<file path="src/hdl/lbve_pkg.sv">
package lbve_pkg;

  // One segment as it arrives on the input channel.
  typedef struct packed {
    logic signed [31:0] a_x;
    logic signed [31:0] a_y;
    logic signed [31:0] a_z;
    logic signed [31:0] b_x;
    logic signed [31:0] b_y;
    logic signed [31:0] b_z;
    logic        [30:0] thick_a;
    logic        [30:0] thick_b;
    logic        [31:0] color_a;
    logic        [31:0] color_b;
  } in_word_t;

  // One vertex or triangle record on the result channel.
  typedef struct packed {
    logic               kind;
    logic signed [31:0] pos_x;
    logic signed [31:0] pos_y;
    logic signed [31:0] pos_z;
    logic signed [15:0] norm_x;
    logic signed [15:0] norm_y;
    logic signed [15:0] norm_z;
    logic        [31:0] vert_color;
    logic        [23:0] tri_i0;
    logic        [23:0] tri_i1;
    logic        [23:0] tri_i2;
    logic               last;
  } out_word_t;

  // Datapath operations issued by the controller.
  typedef enum logic [4:0] {
    OP_NONE,
    OP_LOAD,
    OP_SQ,
    OP_THSQ,
    OP_DROP,
    OP_SCALE,
    OP_CLR,
    OP_ACC,
    OP_SQRT_INIT,
    OP_SQRT_STEP,
    OP_DIV_INIT,
    OP_DIV_STEP,
    OP_DIV_END,
    OP_SETT,
    OP_XM1,
    OP_XM2,
    OP_XEND,
    OP_OFFM,
    OP_OFFW,
    OP_EMIT
  } op_t;

  typedef struct packed {
    op_t        op;
    logic [1:0] idx;
    logic       sel;
    logic       ep;
    logic [2:0] face;
    logic [2:0] slot;
  } cmd_t;

  typedef struct packed {
    logic drop;
    logic in_range;
    logic out_free;
  } stat_t;

  typedef enum logic [3:0] {
    ST_IDLE,
    ST_DROP,
    ST_SCALE,
    ST_NSQ,
    ST_SQRT,
    ST_DIV,
    ST_SEL,
    ST_CROSS,
    ST_OFF,
    ST_EMIT
  } state_t;

  // Frame vector selectors.
  localparam logic [1:0] VEC_DIR = 2'd0;
  localparam logic [1:0] VEC_ONE = 2'd1;
  localparam logic [1:0] VEC_TWO = 2'd2;

  localparam int SQRT_STEPS = 32;
  localparam int DIV_STEPS  = 32;
  localparam logic [2:0] LAST_FACE = 3'd5;
  localparam logic [2:0] LAST_SLOT = 3'd5;

  // Squared-length limit at or below which dir x z replaces dir x x (0.01 in Q60).
  localparam logic [63:0] SEL_LIMIT = ((64'd1 << 60) - 64'd1) / 64'd100;

  // Round to nearest, halves away from zero, dropping 30 fraction bits.
  function automatic logic signed [37:0] rnd30(input logic signed [67:0] v);
    logic [67:0] mag;
    logic [67:0] m;
    begin
      mag = v[67] ? 68'(-v) : 68'(v);
      m = (mag + (68'd1 << 29)) >> 30;
      rnd30 = v[67] ? -$signed(38'(m)) : $signed(38'(m));
    end
  endfunction

  // Q30 frame component to a Q2.14 normal, optionally negated, clamped.
  function automatic logic signed [15:0] norm16(input logic signed [31:0] v, input logic neg);
    logic [32:0] mag;
    logic [32:0] m;
    logic [15:0] c;
    begin
      mag = v[31] ? 33'(-$signed({v[31], v})) : 33'({1'b0, v});
      m = (mag + 33'd32768) >> 16;
      c = (m > 33'd16384) ? 16'd16384 : m[15:0];
      norm16 = (v[31] ^ neg) ? -$signed(c) : $signed(c);
    end
  endfunction

  // Corner code {end_b, negate one, negate two}.
  function automatic logic [2:0] corner_code(input logic [2:0] face, input logic [1:0] k);
    logic [11:0] row;
    begin
      case (face)
        3'd0:    row = {3'b000, 3'b100, 3'b110, 3'b010};
        3'd1:    row = {3'b001, 3'b101, 3'b111, 3'b011};
        3'd2:    row = {3'b000, 3'b100, 3'b101, 3'b001};
        3'd3:    row = {3'b010, 3'b110, 3'b111, 3'b011};
        3'd4:    row = {3'b010, 3'b000, 3'b001, 3'b011};
        3'd5:    row = {3'b110, 3'b100, 3'b101, 3'b111};
        default: row = '0;
      endcase
      corner_code = row[3*k +: 3];
    end
  endfunction

  function automatic logic [1:0] face_vec(input logic [2:0] face);
    begin
      case (face)
        3'd0, 3'd1: face_vec = VEC_TWO;
        3'd2, 3'd3: face_vec = VEC_ONE;
        default:    face_vec = VEC_DIR;
      endcase
    end
  endfunction

  function automatic logic face_neg(input logic [2:0] face);
    begin
      case (face)
        3'd1, 3'd3, 3'd4: face_neg = 1'b1;
        default:          face_neg = 1'b0;
      endcase
    end
  endfunction

  function automatic logic face_fwd(input logic [2:0] face);
    begin
      case (face)
        3'd0, 3'd3, 3'd5: face_fwd = 1'b1;
        default:          face_fwd = 1'b0;
      endcase
    end
  endfunction

endpackage

</file>
<file path="src/hdl/lbve_ctrl.sv">
module lbve_ctrl (
  input  logic            clk,
  input  logic            rst_n,
  input  logic            in_valid,
  output logic            in_ready,
  input  lbve_pkg::stat_t stat,
  output lbve_pkg::cmd_t  cmd
);
  import lbve_pkg::*;

  state_t     state_r, state_nxt;
  logic [5:0] cnt_r, cnt_nxt;
  logic [1:0] idx_r, idx_nxt;
  logic       pass_r, pass_nxt;
  logic       ep_r, ep_nxt;
  logic [2:0] face_r, face_nxt;
  logic [2:0] slot_r, slot_nxt;

  // Sequencer registers.
  always_ff @(posedge clk) begin
    if (!rst_n) begin
      state_r <= ST_IDLE;
      cnt_r   <= '0;
      idx_r   <= '0;
      pass_r  <= 1'b0;
      ep_r    <= 1'b0;
      face_r  <= '0;
      slot_r  <= '0;
    end else begin
      state_r <= state_nxt;
      cnt_r   <= cnt_nxt;
      idx_r   <= idx_nxt;
      pass_r  <= pass_nxt;
      ep_r    <= ep_nxt;
      face_r  <= face_nxt;
      slot_r  <= slot_nxt;
    end
  end

  // Next state and counters.
  always_comb begin
    state_nxt = state_r;
    cnt_nxt   = cnt_r + 6'd1;
    idx_nxt   = idx_r;
    pass_nxt  = pass_r;
    ep_nxt    = ep_r;
    face_nxt  = face_r;
    slot_nxt  = slot_r;
    case (state_r)
      ST_IDLE: begin
        cnt_nxt = '0;
        if (in_valid) begin
          state_nxt = ST_DROP;
          pass_nxt  = 1'b0;
          idx_nxt   = '0;
        end
      end
      ST_DROP: begin
        if (cnt_r == 6'd5) begin
          cnt_nxt   = '0;
          state_nxt = stat.drop ? ST_IDLE : ST_SCALE;
        end
      end
      ST_SCALE: begin
        cnt_nxt = '0;
        if (stat.in_range) begin
          state_nxt = ST_NSQ;
        end
      end
      ST_NSQ: begin
        if (cnt_r == 6'd4) begin
          cnt_nxt   = '0;
          state_nxt = ST_SQRT;
        end
      end
      ST_SQRT: begin
        if (cnt_r == 6'(SQRT_STEPS)) begin
          cnt_nxt   = '0;
          idx_nxt   = '0;
          state_nxt = ST_DIV;
        end
      end
      ST_DIV: begin
        if (cnt_r == 6'(DIV_STEPS + 1)) begin
          cnt_nxt = '0;
          if (idx_r == 2'd2) begin
            idx_nxt = '0;
            if (pass_r) begin
              pass_nxt  = 1'b0;
              state_nxt = ST_CROSS;
            end else begin
              state_nxt = ST_SEL;
            end
          end else begin
            idx_nxt = idx_r + 2'd1;
          end
        end
      end
      ST_SEL: begin
        if (cnt_r == 6'd4) begin
          cnt_nxt   = '0;
          pass_nxt  = 1'b1;
          state_nxt = ST_NSQ;
        end
      end
      ST_CROSS: begin
        if (cnt_r == 6'd2) begin
          cnt_nxt = '0;
          if (idx_r == 2'd2) begin
            idx_nxt = '0;
            if (pass_r) begin
              pass_nxt  = 1'b0;
              ep_nxt    = 1'b0;
              state_nxt = ST_OFF;
            end else begin
              pass_nxt = 1'b1;
            end
          end else begin
            idx_nxt = idx_r + 2'd1;
          end
        end
      end
      ST_OFF: begin
        if (cnt_r[0]) begin
          cnt_nxt = '0;
          if (idx_r == 2'd2) begin
            idx_nxt = '0;
            if (pass_r) begin
              pass_nxt = 1'b0;
              if (ep_r) begin
                ep_nxt    = 1'b0;
                face_nxt  = '0;
                slot_nxt  = '0;
                state_nxt = ST_EMIT;
              end else begin
                ep_nxt = 1'b1;
              end
            end else begin
              pass_nxt = 1'b1;
            end
          end else begin
            idx_nxt = idx_r + 2'd1;
          end
        end
      end
      ST_EMIT: begin
        cnt_nxt = '0;
        if (stat.out_free) begin
          if (slot_r == LAST_SLOT) begin
            slot_nxt = '0;
            if (face_r == LAST_FACE) begin
              face_nxt  = '0;
              state_nxt = ST_IDLE;
            end else begin
              face_nxt = face_r + 3'd1;
            end
          end else begin
            slot_nxt = slot_r + 3'd1;
          end
        end
      end
      default: begin
        state_nxt = ST_IDLE;
        cnt_nxt   = '0;
      end
    endcase
  end

  // Command decode.
  always_comb begin
    in_ready = 1'b0;
    cmd      = '{op: OP_NONE, idx: idx_r, sel: pass_r, ep: ep_r, face: face_r, slot: slot_r};
    case (state_r)
      ST_IDLE: begin
        in_ready = 1'b1;
        if (in_valid) cmd.op = OP_LOAD;
      end
      ST_DROP: begin
        cmd.sel = 1'b0;
        cmd.idx = cnt_r[1:0];
        case (cnt_r)
          6'd0, 6'd1, 6'd2: cmd.op = OP_SQ;
          6'd3:             cmd.op = OP_THSQ;
          6'd4:             cmd.op = OP_DROP;
          default:          cmd.op = OP_NONE;
        endcase
      end
      ST_SCALE: begin
        if (!stat.in_range) cmd.op = OP_SCALE;
      end
      ST_NSQ: begin
        cmd.sel = 1'b0;
        cmd.idx = 2'(cnt_r - 6'd1);
        case (cnt_r)
          6'd0:             cmd.op = OP_CLR;
          6'd1, 6'd2, 6'd3: cmd.op = OP_SQ;
          6'd4:             cmd.op = OP_ACC;
          default:          cmd.op = OP_NONE;
        endcase
      end
      ST_SQRT: begin
        cmd.op = (cnt_r == '0) ? OP_SQRT_INIT : OP_SQRT_STEP;
      end
      ST_DIV: begin
        if (cnt_r == '0) cmd.op = OP_DIV_INIT;
        else if (cnt_r == 6'(DIV_STEPS + 1)) cmd.op = OP_DIV_END;
        else cmd.op = OP_DIV_STEP;
      end
      ST_SEL: begin
        cmd.sel = 1'b1;
        cmd.idx = cnt_r[1:0];
        case (cnt_r)
          6'd0:       cmd.op = OP_CLR;
          6'd1, 6'd2: cmd.op = OP_SQ;
          6'd3:       cmd.op = OP_ACC;
          6'd4:       cmd.op = OP_SETT;
          default:    cmd.op = OP_NONE;
        endcase
      end
      ST_CROSS: begin
        case (cnt_r)
          6'd0:    cmd.op = OP_XM1;
          6'd1:    cmd.op = OP_XM2;
          default: cmd.op = OP_XEND;
        endcase
      end
      ST_OFF: begin
        cmd.op = cnt_r[0] ? OP_OFFW : OP_OFFM;
      end
      ST_EMIT: begin
        if (stat.out_free) cmd.op = OP_EMIT;
      end
      default: cmd.op = OP_NONE;
    endcase
  end

endmodule

</file>
<file path="config.mk">
export PLATFORM = sky130hd
export DESIGN_NAME = lbve_ctrl
export DESIGN_NICKNAME = d
export VERILOG_FILES = /design/src/hdl/lbve_pkg.sv /design/src/hdl/lbve_ctrl.sv
export SDC_FILE = /design/constraint.sdc
export NUM_CORES = 1
export LEC_CHECK = 0
export ABC_AREA = 0
export BUFFER_PORTS_ARGS = -buffer_cell sky130_fd_sc_hd__buf_2
export CAP_MARGIN = 20
export CORE_UTILIZATION = 55
export DETAILED_ROUTE_END_ITERATION = 6
export GPL_TIMING_DRIVEN = 0
export PLACE_DENSITY_LB_ADDON = 0.2
export SLEW_MARGIN = 20
export SYNTH_ARGS = -nofsm -noshare
export SYNTH_HDL_FRONTEND = slang
export SYNTH_SLANG_ARGS = --single-unit
</file>
<file path="constraint.sdc">
create_clock -name clk -period 3.91 [get_ports clk]
set_input_delay 0.782 -clock clk [delete_from_list [all_inputs] [get_ports clk]]
set_output_delay 0.782 -clock clk [all_outputs]
set_load 0.05 [all_outputs]
</file>
==> flow_metrics.tcl <==
set metrics [dict create \
    pin_count 22 \
    core_area_um2 3390 \
    comb_power_share 0.546 \
    cp_max_fo 10 \
    worst_slew_pin_slew_ns 0.842 \
    slowest_delay_ns 0.35 \
    htree_num_levels 1 \
    wl_per_cell_um 17.3 \
    path_common_cell "buf_2" \
    critical_path_arrival_ns 2.77 \
    synth.distinct_cells 68 \
    tns_ns 0 \
    critPathKind "reg2out" \
    drtIter0Drc 237 \
    grt_overflow 0 \
    p_sw_mw 0.422 \
    crit_slowest_cell "dfxtp_1" \
    status "complete, no violations" \
    postCtsHoldBufs 0 \
    cts_made_buffers 3 \
    crit_family "buffers and inverters" \
    cts.sink_count 20 \
    placed_area_um2 2140 \
    vdd_drop_max_mv 0.344 \
    setup_viol 0 \
    crit_chain "clkbuf_2 -> inv_1 -> ha_1 -> nor2b_1 -> and3_1 -> buf_2 -> a22o_1 -> a32oi_1 -> o2111ai_1 -> buf_2" \
    grt_max_degree 13 \
    clock_latency_ns 0.33 \
    powerDensity_nw_per_um2 418 \
    crit_buf_inv 4 \
    multi_input_area_um2 1420 \
    clk_pin_slew_ns 0.13 \
    avgSynthCellArea_um2 7.33 \
    die_w_um 62.0 \
    io_buffers 20 \
    cp-start-kind "register" \
    min_period_over_period 0.908 \
    rows 21 \
    cp.required_ns 3.13 \
    final_nets 305 \
    slew_violations 0 \
    power_frac_seq 0.258 \
    yosysSeqAreaShare 0.202 \
    slew_headroom 0.434 \
    die_h_um 62.0 \
    ys_warn_count 0 \
    synthFlopType "dfxtp_1" \
    start_util 0.584 \
    cts_tree "yes" \
    drc 0 \
    post-place-ws_ns 0.633 \
    rr_startpoint "cnt_r[0]" \
    postRouteAntennaNets 0 \
    post-route-min-period_ns 3.55 \
    setup_slack_ns 0.358 \
    synth_cells 270 \
    hold_violations 0 \
    ys_seq_elements 20 \
    synthToLayoutAreaGrowth_pct 10.7 \
    register_area_um2 400 \
    vias_per_cell 6.55 \
    fillers 317 \
    hp-start "face_r[0]" \
    timing.fmax_mhz 282 \
    syn_area_um2 1980 \
    ctsRootBufferMaster "clkbuf_4" \
    cap_violations 0 \
    total_leakage_power_nw 0.810 \
    hold_class "reg2reg" \
    synth-edff-count 0 \
    synthesis.nets 280 \
    grt_antenna_before_repair 0 \
    layout_common_cells "buf_2, nand2_1, nor2_1, dfxtp_1, o21ai_0" \
    cp-startpoint "cnt_r[0]" \
    grt.total_usage 0.333 \
    clockBufferDepth 2 \
    p_clk_frac 0.196 \
    cp-end-kind "output pin" \
    vias 2227 \
    grt_pass1_wl_um 9250 \
    antennaDiodeCount 0 \
    dp_hpwl_um 4370 \
    finalWirelength_um 5870 \
    drtPass1Iterations 6 \
    design_area_um2 2190 \
    skew_ns 0.00469 \
    switching_share 0.460 \
    drive_gt1_frac 0.160 \
    rsz0062_at_grt "false" \
    gp_congestion 1.06 \
    p_int_mw 0.495 \
    die-area_um2 3840 \
    grt_pass1_vias 2002 \
    postSynth.asyncResetShare 0 \
]
-- flip-flops by register name, indices dropped and copies added (netlist names) --
register and cells:
cnt_r 6, state_r 4, face_r 3, slot_r 3
idx_r 2, ep_r 1, pass_r 1
-- cells in the mapped netlist (2+ instances only) --
library cell	n	area (um2)
clkbuf_1	7	26.3
nand4_1	2	12.5
a21oi_1	18	90.1
mux2i_1	7	70.1
buf_2	8	40.0
nand2b_1	5	31.3
nor3_1	9	45.0
nand3b_1	4	30.0
nor4_1	4	25.0
and3_1	2	12.5
a22oi_1	3	22.5
buf_1	3	11.3
buf_4	2	15.0
o21ai_1	5	25.0
dfxtp_1	20	400
inv_1	8	30.0
nor2b_1	9	56.3
nand3_1	9	45.0
ha_1	4	50.1
o31ai_1	3	22.5
buf_6	3	33.8
a32oi_1	4	35.0
o22a_1	2	17.5
a31oi_1	4	25.0
a21o_1	3	22.5
nand4b_1	2	17.5
nor2_1	24	90.1
o211ai_1	4	30.0
o22ai_1	2	12.5
nand2_1	28	105
o21ai_0	19	95.1
o32ai_1	2	17.5
a22o_1	3	26.3
or3_1	3	18.8
o21a_1	2	15.0
-- path summary, 6_finish.rpt --
check,slack [ns],end,cells after the start
max,0.36,cmd[11],10
min,0.51,face_r[0],2
max reg2reg,1.36,cnt_r[2],9
min reg2reg,0.51,face_r[0],2
-- through the flow --
stage                     cells  power (mW)  hold slack, ns  utilization
after detailed placement    336       0.726           0.501        0.630
after CTS                   340       0.902           0.519        0.646
after global placement      336       0.727           0.492        0.630
final                       340       0.916           0.514        0.646
after global routing        340       0.957           0.542        0.646
after floorplan             270       0.620           0.481            -
-- power by group through the flow --
stage	clock, mW	combinational, mW	sequential [mW]
after detailed placement	0	0.488	0.239
after global routing	0.186	0.536	0.235
after floorplan	0	0.390	0.230
final	0.180	0.500	0.236
after global placement	0	0.488	0.239
after CTS	0.179	0.489	0.234
-- worst min-delay path: stages (launching register included) --
cell     delay [ns]
dfxtp_1        0.36
nand2_1        0.07
a21oi_1        0.05
-- timing repair --
item | CTS | global route
setup endpoints to repair | 0 | 1
setup buffers | 0 | 0
gates resized for setup | 0 | 2
-- logic make-up (layout without fill, tap and decap cells) --
family | Yosys count | after routing | share of synthesized area
AND/OR/NAND/NOR | 110 | 110 | 0.297
adder cells (fa/ha/maj) | 4 | 4 | 0.0253
XOR/XNOR | 2 | 2 | 0.00885
flip-flops | 20 | 20 | 0.202
buffers and inverters | 32 | 56 | 0.0809
multiplexers | 7 | 7 | 0.0354
AO/OA/AOI/OAI | 95 | 95 | 0.350
-- final cells by class --
type,instances,share of cell area
plain buffers,23,0.0583
clock buffers,3,0.0103
clock inverters,1,0.0137
inverters,9,0.0154
multi-input cells,218,0.648
flip-flops and latches,20,0.183
well taps,46,0.0263
repair buffers,20,0.0457
-- metal layers --
metal / up-vias / share of wire / GRT usage
li1: 1066 / - / -
met1: 1017 / 0.43 / 0.445
met2: 126 / 0.43 / 0.509
met3: 18 / 0.11 / 0.0849
met4: 0 / 0.025 / 0.137
met5: - / 0 / 0
Power figures use the tool's default switching activity.
